<file path="config.mk">
export PLATFORM = sky130hd
export DESIGN_NAME = tcw_cursor_unit
export DESIGN_NICKNAME = d
export VERILOG_FILES = /design/src/tcw_pkg.sv /design/src/tcw_cursor_unit.sv
export SDC_FILE = /design/constraint.sdc
export NUM_CORES = 1
export LEC_CHECK = 0
export BUFFER_PORTS_ARGS = -buffer_cell sky130_fd_sc_hd__buf_4
export CELL_PAD_IN_SITES_DETAIL_PLACEMENT = 1
export CELL_PAD_IN_SITES_GLOBAL_PLACEMENT = 2
export CORE_MARGIN = 2
export CORE_UTILIZATION = 33
export DETAILED_ROUTE_END_ITERATION = 6
export PLACE_DENSITY_LB_ADDON = 0.1
export SLEW_MARGIN = 0
export SYNTH_ARGS = -nofsm -noshare
export SYNTH_HDL_FRONTEND = slang
export SYNTH_SLANG_ARGS = --single-unit
export TNS_END_PERCENT = 100
</file>
<file path="constraint.sdc">
create_clock -name vclk -period 8.85
set_clock_uncertainty 0.15 [all_clocks]
set_input_delay 1.3275 -clock vclk [all_inputs]
set_output_delay 1.3275 -clock vclk [all_outputs]
set_load 0.1 [all_outputs]
</file>
<file path="src/tcw_pkg.sv">
// Package for the text console writer: action codes, control state encoding,
// character codes and the put-control struct. No dependencies.
`timescale 1ns / 1ps

package tcw_pkg;

    localparam int DATA_W     = 16;
    localparam int IDX_W      = 11;
    localparam int COL_PORT_W = 7;
    localparam int ROW_PORT_W = 5;
    localparam int CHAR_W     = 8;
    localparam int COLOR_W    = 4;
    localparam int CFG_IDX_W  = 2;

    localparam logic [DATA_W-1:0] BLANK_CELL = 16'h0F20;

    localparam logic [CHAR_W-1:0] CHAR_BS    = 8'h08;
    localparam logic [CHAR_W-1:0] CHAR_TAB   = 8'h09;
    localparam logic [CHAR_W-1:0] CHAR_LF    = 8'h0A;
    localparam logic [CHAR_W-1:0] CHAR_CR    = 8'h0D;
    localparam logic [CHAR_W-1:0] CHAR_SPACE = 8'h20;
    localparam logic [CHAR_W-1:0] CHAR_DEL   = 8'h7F;

    localparam logic [CFG_IDX_W-1:0] REG_BACK_COLOR = 2'd0;
    localparam logic [CFG_IDX_W-1:0] REG_FORE_COLOR = 2'd1;

    typedef enum logic [1:0] {
        ACT_PUT   = 2'd0,
        ACT_CLEAR = 2'd1,
        ACT_READ  = 2'd2,
        ACT_NONE  = 2'd3
    } action_t;

    typedef enum logic [2:0] {
        ST_INIT,
        ST_IDLE,
        ST_EXEC,
        ST_BLANK,
        ST_RDWAIT,
        ST_RESP
    } tcw_state_t;

    typedef struct packed {
        logic write_cell;
        logic row_inc;
    } put_ctl_t;

endpackage

</file>
<file path="src/tcw_cursor_unit.sv">
// Cursor update for one put request: next column, tab phase and control flags.
// Depends on tcw_pkg for character codes and put_ctl_t.
`timescale 1ns / 1ps

module tcw_cursor_unit
    import tcw_pkg::*;
#(
    parameter int COLUMNS  = 80,
    parameter int TAB_STOP = 8,
    parameter int CW       = 7,
    parameter int PW       = 3
) (
    input  logic [CHAR_W-1:0] char_code,
    input  logic [CW-1:0]     col,
    input  logic [PW-1:0]     phase,
    output logic [CW-1:0]     next_col,
    output logic [PW-1:0]     next_phase,
    output put_ctl_t          ctl
);

    localparam int NW = $clog2(COLUMNS + TAB_STOP + 1);
    localparam logic [PW-1:0] PHASE_LAST = PW'(TAB_STOP - 1);

    logic [NW-1:0] col_w;
    logic [NW-1:0] n;
    logic [PW-1:0] ph;

    assign col_w = NW'(col);

    always_comb begin
        n = col_w;
        ph = phase;
        ctl = '0;
        case (char_code)
            CHAR_BS: begin
                if (col != '0) begin
                    n = col_w - 1'b1;
                    ph = (phase == '0) ? PHASE_LAST : phase - 1'b1;
                end
            end
            CHAR_TAB: begin
                n = col_w + NW'(TAB_STOP) - NW'(phase);
                ph = '0;
            end
            CHAR_CR: begin
                n = '0;
                ph = '0;
            end
            CHAR_LF: begin
                n = '0;
                ph = '0;
                ctl.row_inc = 1'b1;
            end
            default: begin
                if (char_code inside {[CHAR_SPACE:CHAR_DEL]}) begin
                    ctl.write_cell = 1'b1;
                    n = col_w + 1'b1;
                    ph = (phase == PHASE_LAST) ? '0 : phase + 1'b1;
                end
            end
        endcase
        if (n >= NW'(COLUMNS)) begin
            n = '0;
            ph = '0;
            ctl.row_inc = 1'b1;
        end
        next_col = CW'(n);
        next_phase = ph;
    end

endmodule

</file>
==> results.json, run 1 <==
{
  "design.seq.count": 0,
  "critPathBufInv": 3,
  "hold_viol_final": 0,
  "holdCritPathClass": "primary input to primary output",
  "vias": 1141,
  "hpwl_um": 2670,
  "layout_common_cells": "buf_4, ha_1, nor2_1",
  "crit_start": "phase[2]",
  "synthCells": 139,
  "viasPerCell": 5.49,
  "routedWlPerCell_um": 15.9,
  "io_buffers": 30,
  "coreArea_um2": 3050,
  "vdd_ir_drop_max_uv": 53.5,
  "fin_setup_tns_ns": 0,
  "ys_seq_area_frac": 0,
  "yosys_warnings": 0,
  "min_period_ns": 5.42,
  "hold_buffers": 0,
  "end_kind": "primary output",
  "die_h_um": 60.5,
  "arrival_ns": 3.94,
  "fp.dieW_um": 60.5,
  "rsz0062_at_grt": "false",
  "syn_avg_cell_area_um2": 7.58,
  "required_ns": 7.37,
  "grt_overflow_total": 0,
  "placed_cell_area_um2": 1290,
  "ant_nets": 0,
  "antenna_found_initial": 0,
  "path_cells": "buf_4 > inv_1 > ha_1 > ha_1 > a211o_1 > a311oi_1 > mux2i_1 > o22a_1 > a21boi_4 > or2_1 > buf_4",
  "cap_violations": 0,
  "critPathKind": "primary input to primary output",
  "seq_power_share": 0,
  "yosysUniqueCellTypes": 48,
  "grt_usage": 0.190,
  "post_cts_resized": 0,
  "cellInternalPower_uw": 30.8,
  "p_leak_nw": 0.581,
  "grt_pass1_vias": 1127,
  "path_delay_family": "compound AO/OA/AOI/OAI gates",
  "register_area_um2": 0,
  "max_freq_mhz": 185,
  "routabilityCongestion": 0.823,
  "postLayoutCellArea_um2": 1290,
  "pin_count": 30,
  "dr.pass1.iters": 4,
  "n_clock_buffer": 0,
  "synth.cell_area_um2": 1050,
  "report.power.total_uw": 97.9,
  "worst_pin_slew_ns": 0.999,
  "synth_nets": 174,
  "grt_start_max_net_pins": 18,
  "combinationalPowerShare": 1.000,
  "fill_cells": 400,
  "cts_setup_buffers": 0,
  "finalSetupViolCount": 0,
  "critPathSlowestCell": "a21boi_4",
  "p_switching_uw": 67.1,
  "syn_to_final_growth_pct": 22.7,
  "min_period_over_period": 0.612,
  "start_util": 0.345,
  "drcViolationCount": 0,
  "slew_viol_final": 0,
  "startpoint_type": "primary input",
  "status": "completed",
  "final_common_cell": "buf_4",
  "route.final.wire_length_um": 3310,
  "diodes": 0,
  "worstHoldPathCells": 4,
  "hold_start": "col[1]",
  "slowest_delay_ns": 0.36,
  "critPathMaxFanout": 8,
  "drive_gt1_frac": 0.256,
  "slew_headroom": 0.333,
  "p_per_area_nw_per_um2": 75.8,
  "clkPwrFrac": 0,
  "grt_pass1_wl_um": 5400,
  "die-area_um2": 3660,
  "fp-row-count": 20,
  "initialDrtViolationCount": 33,
  "switching_share": 0.685,
  "hold_path_end": "next_col[1]",
  "layout.nets": 201
}
[worst max-delay path by stage]
stage | endpoint | slack (ns) | cells past startpoint
5_1_grt | ctl[0] | 3.28 | 11
4_1_cts | ctl[0] | 3.42 | 11
2_1_floorplan | next_col[0] | 3.07 | 9
3_5_place_dp | ctl[0] | 3.43 | 11
6_report | ctl[0] | 3.43 | 11
3_3_place_gp | ctl[0] | 3.47 | 10
[Yosys cell counts (2+ instances only)]
cell | count | area, um2
a211oi_1 | 2 | 15.0
a21oi_1 | 7 | 35.0
buf_6 | 3 | 33.8
clkbuf_1 | 2 | 7.51
ha_1 | 16 | 200
inv_1 | 11 | 41.3
mux2_2 | 2 | 22.5
mux2i_1 | 2 | 20.0
nand2_1 | 12 | 45.0
nand3_1 | 6 | 30.0
nand4_1 | 2 | 12.5
nor2_1 | 14 | 52.6
nor3_1 | 3 | 15.0
nor3b_1 | 3 | 22.5
nor4_1 | 3 | 18.8
nor4b_1 | 2 | 17.5
o21ai_0 | 6 | 30.0
o22a_1 | 4 | 35.0
or3_1 | 2 | 12.5
or3b_1 | 2 | 17.5
xnor2_1 | 7 | 61.3
xor2_1 | 2 | 17.5
[final cells by class]
class	instances	area, um2	share of cell area
multi-input cells	123	971	0.751
well taps	44	55.1	0.0426
inverters	11	41.3	0.0319
repair buffers	30	225	0.174
[routing by layer]
metal	vias to the layer above	track usage	wire length [um]
li1	566	-	-
met1	559	0.272	1620
met2	16	0.342	1620
met3	0	0.00213	64
met4	0	0	0
met5	-	0	0
[power groups by stage]
stage	Sequential [mW]	Clock [mW]	Combinational, mW
after floorplan	0	0	0.0724
after global placement	0	0	0.0962
after global routing	0	0	0.105
final	0	0	0.0979
after CTS	0	0	0.0984
after detailed placement	0	0	0.0983
[through the flow]
step / hold slack, ns / setup WS, ns / cells / utilization
5_1_grt: 3.07 / 3.28 / 208 / 0.423
3_3_place_gp: 3.03 / 3.47 / 208 / 0.423
3_5_place_dp: 3.04 / 3.43 / 208 / 0.423
4_1_cts: 3.05 / 3.42 / 208 / 0.423
2_1_floorplan: 2.97 / 3.07 / 139 / -
6_report: 3.05 / 3.43 / 208 / 0.423
[cell families after synthesis]
| group | synth area share |
|---|---|
| AOI/OAI and AO/OA | 0.246 |
| xor gates and xnor gates | 0.0748 |
| adders and majority gates | 0.209 |
| buffers and inverters | 0.0784 |
| muxes | 0.0546 |
| and+or+nand+nor | 0.337 |
Power figures use the tool's default switching activity.
==> run 2: changes to the inputs <==
- CORE_UTILIZATION: 33 -> 28
- clock period: 8.85 -> 4.8 ns (I/O delays scaled with it)
==> results.json, run 2 (synthesis results as in run 1) <==
{
  "diodes": 0,
  "coreArea_um2": 3630,
  "io_buffers": 30,
  "critPathSlowestCell": "a311oi_1",
  "final_util": 0.361,
  "rsz0062_at_grt": "false",
  "n_clock_buffer": 0,
  "initialDrtViolationCount": 29,
  "fp-row-count": 22,
  "fin_setup_tns_ns": 0,
  "syn_to_final_growth_pct": 24.6,
  "grt_usage": 0.157,
  "p_per_area_nw_per_um2": 137,
  "dpl.cell_count": 214,
  "die_h_um": 65.3,
  "min_period_over_period": 0.879,
  "cap_violations": 0,
  "start_util": 0.290,
  "setup_slack_ns": 0.582,
  "critPathKind": "primary input to primary output",
  "grt_overflow_total": 0,
  "path_cells": "buf_4 > inv_1 > ha_1 > ha_1 > a211o_1 > a311oi_1 > mux2i_1 > o22a_1 > a21boi_4 > or2_1 > buf_4",
  "hold_viol_final": 0,
  "fill_cells": 463,
  "worstSetupPathDepth": 11,
  "finalSetupViolCount": 0,
  "grt_pass1_wl_um": 5420,
  "post_cts_resized": 0,
  "startpoint_type": "primary input",
  "endpoint": "ctl[0]",
  "register_area_um2": 0,
  "p_leak_nw": 0.591,
  "finalNonFillerCells": 214,
  "design.seq.count": 0,
  "max_freq_mhz": 237,
  "ant_nets": 0,
  "worst_pin_slew_ns": 0.708,
  "vdd_ir_drop_max_uv": 56.0,
  "routedWlPerCell_um": 15.3,
  "slowest_delay_ns": 0.34,
  "postLayoutCellArea_um2": 1310,
  "path_delay_family": "compound AO/OA/AOI/OAI gates",
  "grt_pass1_vias": 1092,
  "required_ns": 3.93,
  "vias": 1101,
  "end_kind": "primary output",
  "fp.dieW_um": 65.3,
  "hpwl_um": 2690,
  "slew_viol_final": 0,
  "hold_buffers": 0,
  "antenna_found_initial": 0,
  "place_ws_ns": 0.542,
  "status": "completed",
  "layout.nets": 203,
  "holdCritPathClass": "primary input to primary output",
  "arrival_ns": 3.35,
  "final_common_cell": "buf_4",
  "route.final.wire_length_um": 3270,
  "drcViolationCount": 0,
  "placed_cell_area_um2": 1310,
  "dr.pass1.iters": 3,
  "critPathBufInv": 3,
  "die-area_um2": 4270,
  "routabilityCongestion": 0.800,
  "slew_headroom": 0.524,
  "cts_setup_buffers": 0,
  "drive_gt1_frac": 0.265,
  "pin_count": 30,
  "layout_common_cells": "buf_4, ha_1, nor2_1",
  "viasPerCell": 5.14,
  "multi_input_area_um2": 971,
  "grt_start_max_net_pins": 18,
  "min_period_ns": 4.22,
  "critPathMaxFanout": 8,
  "crit_start": "phase[2]"
}
[run 2: worst min path at each step]
stage             start             to  slack, ns  depth (start not counted)
2_1_floorplan    col[1]    next_col[1]       1.75                          2
3_3_place_gp     col[1]    next_col[1]       1.83                          4
3_5_place_dp   phase[1]  next_phase[1]       1.84                          4
4_1_cts          col[1]    next_col[1]       1.84                          4
5_1_grt          col[1]    next_col[1]       1.88                          4
6_report       phase[1]  next_phase[1]       1.84                          4
[run 2: per-stage QoR]
stage / hold slack, ns / power, mW
6_report: 1.84 / 0.180
5_1_grt: 1.88 / 0.195
4_1_cts: 1.84 / 0.182
3_5_place_dp: 1.84 / 0.181
3_3_place_gp: 1.83 / 0.179
2_1_floorplan: 1.75 / 0.133
[run 2: final cells by class]
| type | instances | share of cell area |
|---|---|---|
| Inverter | 11 | 0.0315 |
| Multi-Input combinational cell | 123 | 0.740 |
| Timing Repair Buffer | 32 | 0.183 |
| Tap cell | 48 | 0.0458 |
[run 2: power by group]
group	switching (mW)	leakage, nW	internal (mW)
Clock	0	0	0
Combinational	0.122	0.591	0.0575
Sequential	0	0	0
Total	0.122	0.591	0.0575
[run 2: layer usage]
layer  track usage  share of wire
met5             0              0
met4             0              0
met3             0          0.019
met2         0.291           0.48
met1         0.218           0.50
==> run 3: changes to the inputs <==
- ABC_AREA: not set -> 1
- CORE_UTILIZATION: 28 -> 25
==> results.json, run 3 <==
{
  "synth_top_family_by_area": "simple AND/OR/NAND/NOR gates",
  "syn_avg_cell_area_um2": 5.48,
  "slew_headroom": 0.759,
  "fp.dieW_um": 70.6,
  "synthAdderAreaFrac": 0.199,
  "status": "completed",
  "die-area_um2": 4980,
  "grt_pass1_vias": 1381,
  "worst_pin_slew_ns": 0.361,
  "grt_usage": 0.170,
  "io_buffers": 30,
  "synth_compound_area_frac": 0.133,
  "synth_area_leaders": "nand2_1, ha_1, inv_1, nand3_1, a21oi_1",
  "antenna_found_initial": 0,
  "hold_path_end": "ctl[0]",
  "startpoint_type": "primary input",
  "post-synth-top-area-cell": "nand2_1",
  "route.final.wire_length_um": 4050,
  "vias": 1360,
  "vdd_ir_drop_max_uv": 69.2,
  "drcViolationCount": 0,
  "worstHoldPathCells": 4,
  "cts_setup_buffers": 0,
  "synth_nets": 237,
  "hpwl_um": 3410,
  "design.seq.count": 0,
  "p_per_area_nw_per_um2": 132,
  "critPathKind": "primary input to primary output",
  "grt_start_max_net_pins": 12,
  "max_freq_mhz": 250,
  "min_period_over_period": 0.834,
  "hold_ws_ns": 1.76,
  "layout.nets": 267,
  "required_ns": 3.93,
  "cap_violations": 0,
  "die_h_um": 70.6,
  "n_clock_buffer": 0,
  "p_leak_nw": 0.770,
  "grt_pass1_wl_um": 6960,
  "synthMuxAreaShare": 0,
  "synth_top_area_share": 0.210,
  "diodes": 0,
  "viasPerCell": 4.82,
  "rsz0062_at_grt": "false",
  "layout_common_cells": "nand2_1, inv_1, buf_4",
  "post_cts_resized": 0,
  "fin_setup_tns_ns": 0,
  "routedWlPerCell_um": 14.4,
  "arrival_ns": 3.13,
  "yosysUniqueCellTypes": 23,
  "holdCritPathClass": "primary input to primary output",
  "synth.cell_area_um2": 1110,
  "min_period_ns": 4.00,
  "yosys.cell_count.top_type": "nand2_1",
  "start_util": 0.256,
  "grt_overflow_total": 0,
  "pin_count": 30,
  "dr.pass1.iters": 4,
  "drive_gt1_frac": 0.213,
  "syn_to_final_growth_pct": 25.0,
  "hold_buffers": 0,
  "yosys_warnings": 0,
  "ys_seq_area_frac": 0,
  "register_area_um2": 0,
  "end_kind": "primary output",
  "hold_viol_final": 0,
  "critPathMaxFanout": 9,
  "synth-simple-area-share": 0.501,
  "fp-row-count": 24,
  "synthCells": 202,
  "fill_cells": 600,
  "ys_top_cells_by_count": "nand2_1, inv_1, nand3_1",
  "initialDrtViolationCount": 46,
  "coreArea_um2": 4320,
  "synthXorXnorAreaFrac": 0.0395,
  "slew_viol_final": 0,
  "hold_start": "char_code[1]",
  "finalSetupViolCount": 0,
  "final_common_cell": "nand2_1",
  "ant_nets": 0,
  "routabilityCongestion": 0.800
}
-- run 3: changes by cell type in the layout (fill, tap and decap cells not counted), sizes merged, moves of 3 or more --
cell and delta:
nand2 +55, inv +21, nand3 +14, a21oi +8, nor2 +8, xnor2 -7
nand4 +5, nor4 -4, o22a -4, mux2 -3, nor3b -3, or3 -3
xor2 +3
-- run 3: cell families after synthesis --
group / count (synthesis)
buf+inv: 34
fa+ha+maj: 17
xor+xnor: 5
simple gates: 119
compound gates: 27
-- run 3: metal layers --
layer	up-vias	wire length, um	track usage
met5	-	0	0
met4	0	0	0
met3	0	115	0.00712
met2	20	1930	0.303
met1	630	2010	0.244
li1	710	-	-
-- run 3: final cells by class --
cell class,instances,area (um2),share of cell area
multi-input combinational,168,971,0.702
inverter,32,123,0.0886
timing repair buffer,30,225,0.163
tap,52,65.1,0.0470
-- run 3: how the worst max path moves through the flow --
stage	start	endpoint	slack, ns	depth (start not counted)
CTS	phase[1]	next_col[2]	0.78	17
global route	phase[1]	next_col[2]	0.52	17
detailed placement	phase[1]	next_col[2]	0.80	17
global placement	phase[1]	next_col[1]	0.91	17
floorplan	phase[1]	next_col[0]	0.16	15
finish	phase[1]	next_col[2]	0.80	17
-- run 3: where the power goes --
group	total, mW	internal (mW)	leakage (nW)	switching, mW
Combinational	0.183	0.0496	0.770	0.133
Clock	0	0	0	0
Sequential	0	0	0	0
-- run 3: worst max-delay path, stage by stage --
cell,delay (ns)
buf_4,0.12
inv_1,0.14
ha_1,0.26
ha_1,0.24
fa_1,0.40
nand2_1,0.12
nand3_1,0.08
nand2_1,0.06
nand2_1,0.05
nand2_1,0.05
nand2_1,0.05
inv_1,0.05
nand2_1,0.04
nand2_1,0.09
nand2_2,0.15
a21oi_1,0.20
buf_4,0.31
-- run 3: stage by stage --
stage	std cells	setup WS [ns]	util	total power, mW	area [um2]
6_report	282	0.797	0.320	0.183	1380
5_1_grt	282	0.522	0.320	0.198	1380
4_1_cts	282	0.777	0.320	0.184	1380
3_5_place_dp	282	0.796	0.320	0.183	1380
3_3_place_gp	282	0.907	0.320	0.181	1380
2_1_floorplan	202	0.159	-	0.135	1110
